## config.mk

```make
export PLATFORM = sky130hd
export DESIGN_NAME = array_priority_queue
export DESIGN_NICKNAME = d
export VERILOG_FILES = /design/src/hdl/apq_pkg.sv /design/src/hdl/apq_store.sv /design/src/hdl/array_priority_queue.sv
export SDC_FILE = /design/constraint.sdc
export NUM_CORES = 1
export LEC_CHECK = 0
export ABC_AREA = 1
export ABC_CLOCK_PERIOD_IN_PS = 3000
export BUFFER_PORTS_ARGS = -buffer_cell sky130_fd_sc_hd__buf_2
export CAP_MARGIN = 20
export CORE_MARGIN = 2
export CORE_UTILIZATION = 56
export CTS_BUF_LIST = sky130_fd_sc_hd__clkbuf_4
export CTS_CLUSTER_SIZE = 40
export DETAILED_ROUTE_END_ITERATION = 10
export PLACE_DENSITY = 0.76
export SLEW_MARGIN = 20
export SYNTH_ARGS = -nofsm -noshare
export SYNTH_HDL_FRONTEND = slang
export SYNTH_HIERARCHICAL = 1
export SYNTH_SLANG_ARGS = --single-unit
```

## constraint.sdc

```tcl
create_clock -name clk_i -period 3 [get_ports clk_i]
set_input_delay 0.6 -clock clk_i [delete_from_list [all_inputs] [get_ports clk_i]]
set_output_delay 0.6 -clock clk_i [all_outputs]
set_load 0.03 [all_outputs]
```

## src/hdl/apq_pkg.sv

```systemverilog
// shared types, constants and the entry compare for the array priority queue
package apq_pkg;

  localparam int unsigned CAPACITY_DEF = 16;
  localparam int unsigned PID_W        = 4;
  localparam int unsigned TIME_W       = 15;
  localparam int unsigned OCC_W        = 5;

  localparam logic [1:0] MODE_PUSH = 2'd0;
  localparam logic [1:0] MODE_POP  = 2'd1;
  localparam logic [1:0] MODE_PEEK = 2'd2;

  typedef struct packed {
    logic [1:0]        mode;
    logic [PID_W-1:0]  in_process_id;
    logic [TIME_W-1:0] in_time;
  } in_item_t;

  typedef struct packed {
    logic              found;
    logic [PID_W-1:0]  out_process_id;
    logic [TIME_W-1:0] out_time;
    logic              overflow;
    logic [OCC_W-1:0]  occupancy;
  } out_item_t;

  typedef struct packed {
    logic [PID_W-1:0]  pid;
    logic [TIME_W-1:0] tstamp;
  } entry_t;

  typedef enum logic [1:0] {
    ST_IDLE,
    ST_SCAN,
    ST_MOVE,
    ST_RESP
  } state_e;

  // larger timestamp wins, smaller process id breaks a tie
  function automatic logic beats(entry_t a, entry_t b);
    logic res;
    if (a.tstamp != b.tstamp) begin
      res = (a.tstamp > b.tstamp);
    end else begin
      res = (a.pid < b.pid);
    end
    return res;
  endfunction

endpackage

```

## src/hdl/apq_store.sv

```systemverilog
// entry memory: one write port, one read port with registered read data
module apq_store #(
  parameter int unsigned Depth = apq_pkg::CAPACITY_DEF,
  localparam int unsigned AddrW = $clog2(Depth)
) (
  input  logic             clk_i,
  input  logic             we_i,
  input  logic [AddrW-1:0] waddr_i,
  input  apq_pkg::entry_t  wdata_i,
  input  logic             re_i,
  input  logic [AddrW-1:0] raddr_i,
  output apq_pkg::entry_t  rdata_o
);
  import apq_pkg::*;

  entry_t mem [Depth];
  entry_t rdata_q;

  always_ff @(posedge clk_i) begin
    if (we_i) begin
      mem[waddr_i] <= wdata_i;
    end
  end

  always_ff @(posedge clk_i) begin
    if (re_i) begin
      rdata_q <= mem[raddr_i];
    end
  end

  assign rdata_o = rdata_q;

endmodule

```

## src/hdl/array_priority_queue.sv

```systemverilog
// array priority queue: push / pop / peek over an unsorted entry memory
// push, empty pop/peek and unused modes go straight to the response state; pop/peek on a
// non-empty queue scan every held entry, and a pop then moves the last entry into the hole
// a new item is taken only once the last result is out (busy_o low); the scan runs through
// the single memory read port and one shared comparator, one entry a cycle
// reset: entry count cleared, memory contents left as they are; results cannot be stalled
module array_priority_queue #(
  parameter int unsigned Capacity = apq_pkg::CAPACITY_DEF
) (
  input  logic               clk_i,
  input  logic               rst_ni,
  input  logic               start_i,
  output logic               busy_o,
  input  apq_pkg::in_item_t  item_i,
  output logic               result_valid_o,
  output apq_pkg::out_item_t result_o
);
  import apq_pkg::*;

  localparam int unsigned IdxW = $clog2(Capacity);
  localparam int unsigned CntW = $clog2(Capacity + 1);
  localparam logic [CntW-1:0] CapCnt = CntW'(Capacity);

  state_e state_q, state_d;

  logic [CntW-1:0] count_q, count_d;
  logic [CntW-1:0] issue_q, issue_d;
  logic            rvld_q, rvld_d;
  logic [IdxW-1:0] ridx_q, ridx_d;
  logic [IdxW-1:0] best_idx_q, best_idx_d;
  entry_t          best_q, best_d;
  logic [1:0]      mode_q, mode_d;
  logic            res_found_q, res_found_d;
  logic            res_ovf_q, res_ovf_d;
  entry_t          res_ent_q, res_ent_d;

  logic            accept;
  logic            full;
  logic            seek;
  logic [CntW-1:0] cnt_m1;
  logic            scan_done;
  logic            win;
  entry_t          win_ent;
  logic [IdxW-1:0] win_idx;
  logic [CntW+OCC_W-1:0] occ_ext;

  logic            we;
  logic [IdxW-1:0] waddr;
  entry_t          wdata;
  logic            re;
  logic [IdxW-1:0] raddr;
  entry_t          rdata;

  apq_store #(
    .Depth (Capacity)
  ) u_store (
    .clk_i   (clk_i),
    .we_i    (we),
    .waddr_i (waddr),
    .wdata_i (wdata),
    .re_i    (re),
    .raddr_i (raddr),
    .rdata_o (rdata)
  );

  assign busy_o    = (state_q != ST_IDLE);
  assign accept    = start_i && !busy_o;
  assign full      = (count_q == CapCnt);
  assign seek      = ((item_i.mode == MODE_POP) || (item_i.mode == MODE_PEEK))
                     && (count_q != '0);
  assign cnt_m1    = count_q - CntW'(1);
  assign scan_done = rvld_q && (ridx_q == cnt_m1[IdxW-1:0]);

  // shared comparator: running best against the entry just read
  assign win     = (ridx_q == '0) || beats(rdata, best_q);
  assign win_ent = win ? rdata : best_q;
  assign win_idx = win ? ridx_q : best_idx_q;

  // next state
  always_comb begin
    state_d = state_q;
    case (state_q)
      ST_IDLE: begin
        if (accept) begin
          state_d = seek ? ST_SCAN : ST_RESP;
        end
      end
      ST_SCAN: begin
        if (scan_done) begin
          state_d = (mode_q == MODE_POP) ? ST_MOVE : ST_RESP;
        end
      end
      ST_MOVE: state_d = ST_RESP;
      ST_RESP: state_d = ST_IDLE;
      default: state_d = ST_IDLE;
    endcase
  end

  // outputs and datapath control
  always_comb begin
    count_d     = count_q;
    issue_d     = issue_q;
    rvld_d      = 1'b0;
    ridx_d      = ridx_q;
    best_idx_d  = best_idx_q;
    best_d      = best_q;
    mode_d      = mode_q;
    res_found_d = res_found_q;
    res_ovf_d   = res_ovf_q;
    res_ent_d   = res_ent_q;
    we          = 1'b0;
    waddr       = count_q[IdxW-1:0];
    wdata       = '{pid: item_i.in_process_id, tstamp: item_i.in_time};
    re          = 1'b0;
    raddr       = issue_q[IdxW-1:0];
    case (state_q)
      ST_IDLE: begin
        if (accept) begin
          mode_d      = item_i.mode;
          issue_d     = '0;
          res_found_d = 1'b0;
          res_ent_d   = '0;
          res_ovf_d   = (item_i.mode == MODE_PUSH) && full;
          if ((item_i.mode == MODE_PUSH) && !full) begin
            we      = 1'b1;
            count_d = count_q + CntW'(1);
          end
        end
      end
      ST_SCAN: begin
        if (issue_q < count_q) begin
          re      = 1'b1;
          rvld_d  = 1'b1;
          ridx_d  = issue_q[IdxW-1:0];
          issue_d = issue_q + CntW'(1);
        end
        if (rvld_q) begin
          best_d     = win_ent;
          best_idx_d = win_idx;
        end
        if (scan_done) begin
          res_found_d = 1'b1;
          res_ent_d   = win_ent;
          // fetch the last entry to fill the hole on a pop
          re    = (mode_q == MODE_POP);
          raddr = cnt_m1[IdxW-1:0];
        end
      end
      ST_MOVE: begin
        we      = 1'b1;
        waddr   = best_idx_q;
        wdata   = rdata;
        count_d = cnt_m1;
      end
      ST_RESP: begin
      end
      default: begin
      end
    endcase
  end

  always_ff @(posedge clk_i or negedge rst_ni) begin
    if (!rst_ni) begin
      state_q <= ST_IDLE;
      count_q <= '0;
      rvld_q  <= 1'b0;
    end else begin
      state_q <= state_d;
      count_q <= count_d;
      rvld_q  <= rvld_d;
    end
  end

  always_ff @(posedge clk_i) begin
    issue_q     <= issue_d;
    ridx_q      <= ridx_d;
    best_idx_q  <= best_idx_d;
    best_q      <= best_d;
    mode_q      <= mode_d;
    res_found_q <= res_found_d;
    res_ovf_q   <= res_ovf_d;
    res_ent_q   <= res_ent_d;
  end

  assign occ_ext = {{OCC_W{1'b0}}, count_q};

  assign result_valid_o          = (state_q == ST_RESP);
  assign result_o.found          = res_found_q;
  assign result_o.out_process_id = res_ent_q.pid;
  assign result_o.out_time       = res_ent_q.tstamp;
  assign result_o.overflow       = res_ovf_q;
  assign result_o.occupancy      = occ_ext[OCC_W-1:0];

  a_count_range: assert property (@(posedge clk_i) disable iff (!rst_ni)
    count_q <= CapCnt)
    else $error("entry count above capacity");

  a_push_grows: assert property (@(posedge clk_i) disable iff (!rst_ni)
    accept && (item_i.mode == MODE_PUSH) && !full |=> count_q == $past(count_q) + CntW'(1))
    else $error("accepted push did not grow the count");

  a_read_in_range: assert property (@(posedge clk_i) disable iff (!rst_ni)
    re |-> CntW'(raddr) < count_q)
    else $error("memory read beyond held entries");

  a_result_excl: assert property (@(posedge clk_i) disable iff (!rst_ni)
    result_valid_o |-> !(result_o.found && result_o.overflow))
    else $error("result both found and overflow");

  a_resp_then_idle: assert property (@(posedge clk_i) disable iff (!rst_ni)
    result_valid_o |=> !busy_o)
    else $error("block still busy after delivering a result");

endmodule

```

==> impl_metrics.yaml <==
worst_setup_path:
  rr_endpoint: "u_store/rdata_o[8]"
  end_kind: "flip-flop"
  cp-endpoint: "u_store/rdata_o[8]"
  crit_type: "reg -> reg"
  critPathArrivalTime_ns: 3.36
  r2r-start: "count_q[1]"
  crit_required_ns: 3.52
  reg2reg_slack_ns: 0.16
  cp-start-kind: "flip-flop"
  r2r_cells: 14
  crit_fanout: 26
  critPathLaunch: "count_q[1]"
routing:
  first_pass_iters: 5
  vias_per_cell: 5.38
  drc: 0
  ant_nets: 0
  routed_wl_um: 42700
  drt_first_iter_violations: 1146
  detailroute.via_count: 12800
  wl_per_cell_um: 18.0
power_and_ir_drop:
  peakVddDrop_uv: 518
  p_leak_nw: 9.06
  power.total_mw: 21.7
  p_per_area_nw_per_um2: 1070
timing:
  period_needed_ns: 2.84
  fmax_mhz: 352
  tns_ns: 0
  tightestPinTransition_ns: 0.698
  slew_headroom: 0.534
  skew_ns: 0.0553
  setup_viol: 0
  drv_slew: 0
  finalCritPeriodShare: 0.948
  hold_viol: 0
synth:
  syn_avg_cell_area_um2: 10.3
  synth_cell_type_count: 41
  synth_area_leaders: "edfxtp_1 64%, nand2_1 11%, nand3_1 7.3%"
  ys_seq_elements: 386
  synth_edf_count: 378
  yosys_warnings: 6
  syn_area_um2: 17700
  ys_async_sr_fraction: 0.0207
  syn_inst: 1724
  synth_flop_cell: "edfxtp_1"
  synth_top_area_cell: "edfxtp_1"
  yosysSeqAreaShare: 0.653
  syn_nets: 1780
  synth_top_area_frac: 0.642
flow_run:
  maxCapViolCount: 0
clock_network:
  clkTransAtPathRegs_ns: 0.07
  clock-sinks: 386
  htreeDepth: 3
  clock_latency_ns: 0.77
  cts-buffers-inserted: 95
  cts_tree: "yes"
  cts.path.max_buffers: 3
  ctsRootBufferMaster: "clkbuf_4"
global_routing:
  grt_overflow: 0
  grt_usage: 0.259
  grt_pass1_vias: 12600
  grt_pass1_wl_um: 65400
  grt_util_met3: 0.0507
  grt_antenna_before_repair: 1
  top_usage_layer: "met2"
  use_met2: 0.418
  use_met1: 0.340
  grt_max_degree: 105
finish:
  area_growth_pct: 14.5
  fillers: 2308
  layout_common_cells: "502 x nand2_1, 378 x edfxtp_1, 307 x inv_1, 258 x nand3_1, 135 x clkbuf_4"
  finish.utilization: 0.647
  final_nets: 1957
  fin_area_um2: 20200
  drive_gt1_frac: 0.189
  final_common_cell: "nand2_1"
placement:
  dp_hpwl_um: 25400
  dpl_cell_area_um2: 18900
  io_buffers: 51
  gp_congestion: 0.866
die:
  die_h_um: 182
  dieArea_um2: 33000
  coreArea_um2: 31300
  die_width_um: 182
  rows: 65
  initial_core_util: 0.565
  io_pins: 52
status:
  status: "complete, no violations"
hold_path:
  min_path_type: "in -> async"
==> power by group <==
part	internal, mW	switching (mW)	leakage [nW]
logic	2.91	6.41	4.84
registers	7.76	0.384	3.53
clock network	2.14	2.05	0.691
total	12.8	8.84	9.06
==> timing repair <==
item	CTS	global route
endpoints found under the hold margin	10	0
hold buffers	3	0
gates resized for setup	0	16
endpoints found under the setup margin	0	19
buffers inserted	0	5
==> sequential cells by signal (all words and copies together) (netlist names) <==
signal	count
best_idx_q	4
u_store/rdata_o	19
ridx_q	4
state_q	2
res_ovf_q	1
issue_q	5
mode_q	2
count_q	5
result_o	19
rvld_q	1
res_found_q	1
best_q	19
u_store/mem	304
==> routing by layer <==
layer  wire (um)  vias to the layer above
met1       16600                     5942
met3        4750                      129
met2       19900                      688
met4        1490                        0
met5           0                        -
li1            -                     5996
==> stage by stage <==
step / setup slack, ns / hold slack (ns) / cells
floorplan: 0.191 / 0.304 / 1724
global placement: 0.168 / 0.458 / 2195
detailed placement: 0.116 / 0.463 / 2195
CTS: 0.0623 / 0.153 / 2359
global route: -0.000132 / 0.193 / 2368
finish: 0.156 / 0.210 / 2370
==> worst min-delay path by stage <==
| stage | endpoint | slack (ns) | from | cells after the start |
|---|---|---|---|---|
| detailed placement | state_q[1] | 0.46 | rst_ni | 1 |
| global placement | state_q[1] | 0.46 | rst_ni | 1 |
| floorplan | count_q[0] | 0.30 | rst_ni | 0 |
| CTS | rvld_q | 0.15 | rst_ni | 2 |
| finish | count_q[3] | 0.21 | rst_ni | 2 |
| global route | rvld_q | 0.19 | rst_ni | 2 |
==> critical path: stages (launching register included) <==
cell	delay (ns)
dfrtp_1	0.40
inv_2	0.12
ha_1	0.27
xor2_1	0.16
o211ai_1	0.14
nor2_4	0.16
nand3_4	0.13
o21ai_4	0.23
buf_4	0.20
buf_6	0.29
nand2_1	0.11
nand3_1	0.10
nand3_1	0.11
nand3_1	0.12
nand2_1	0.07
==> synthesized netlist by cell type (13+ instances only) <==
cell	number
a21oi_1	13
buf_2	27
buf_4	14
clkbuf_1	20
edfxtp_1	378
ha_1	32
inv_1	307
nand2_1	502
nand2_2	14
nand3_1	258
nor2_1	38
o21ai_0	28
==> kinds of logic after synthesis <==
logic type / Yosys count / synth area share
XOR/XNOR: 8 / 0.00396
AND/OR/NAND/NOR: 845 / 0.208
flip-flops: 386 / 0.653
buffers and inverters: 397 / 0.0944
adder cells (fa/ha/maj): 32 / 0.0226
AO/OA/AOI/OAI: 56 / 0.0177
==> area by class of cell <==
class                           count  area, um^2  area share
Inverter                          321        1220      0.0602
Timing Repair Buffer              156        1260      0.0623
Clock buffer                      135        1010      0.0500
Multi-Input combinational cell    941        4560       0.225
Tap cell                          402         503      0.0248
Sequential cell                   386       11600       0.570
Antenna cell                        3        7.51    0.000371
Clock inverter                     26         136     0.00674
Note: power is estimated with default switching activity, not from simulation.
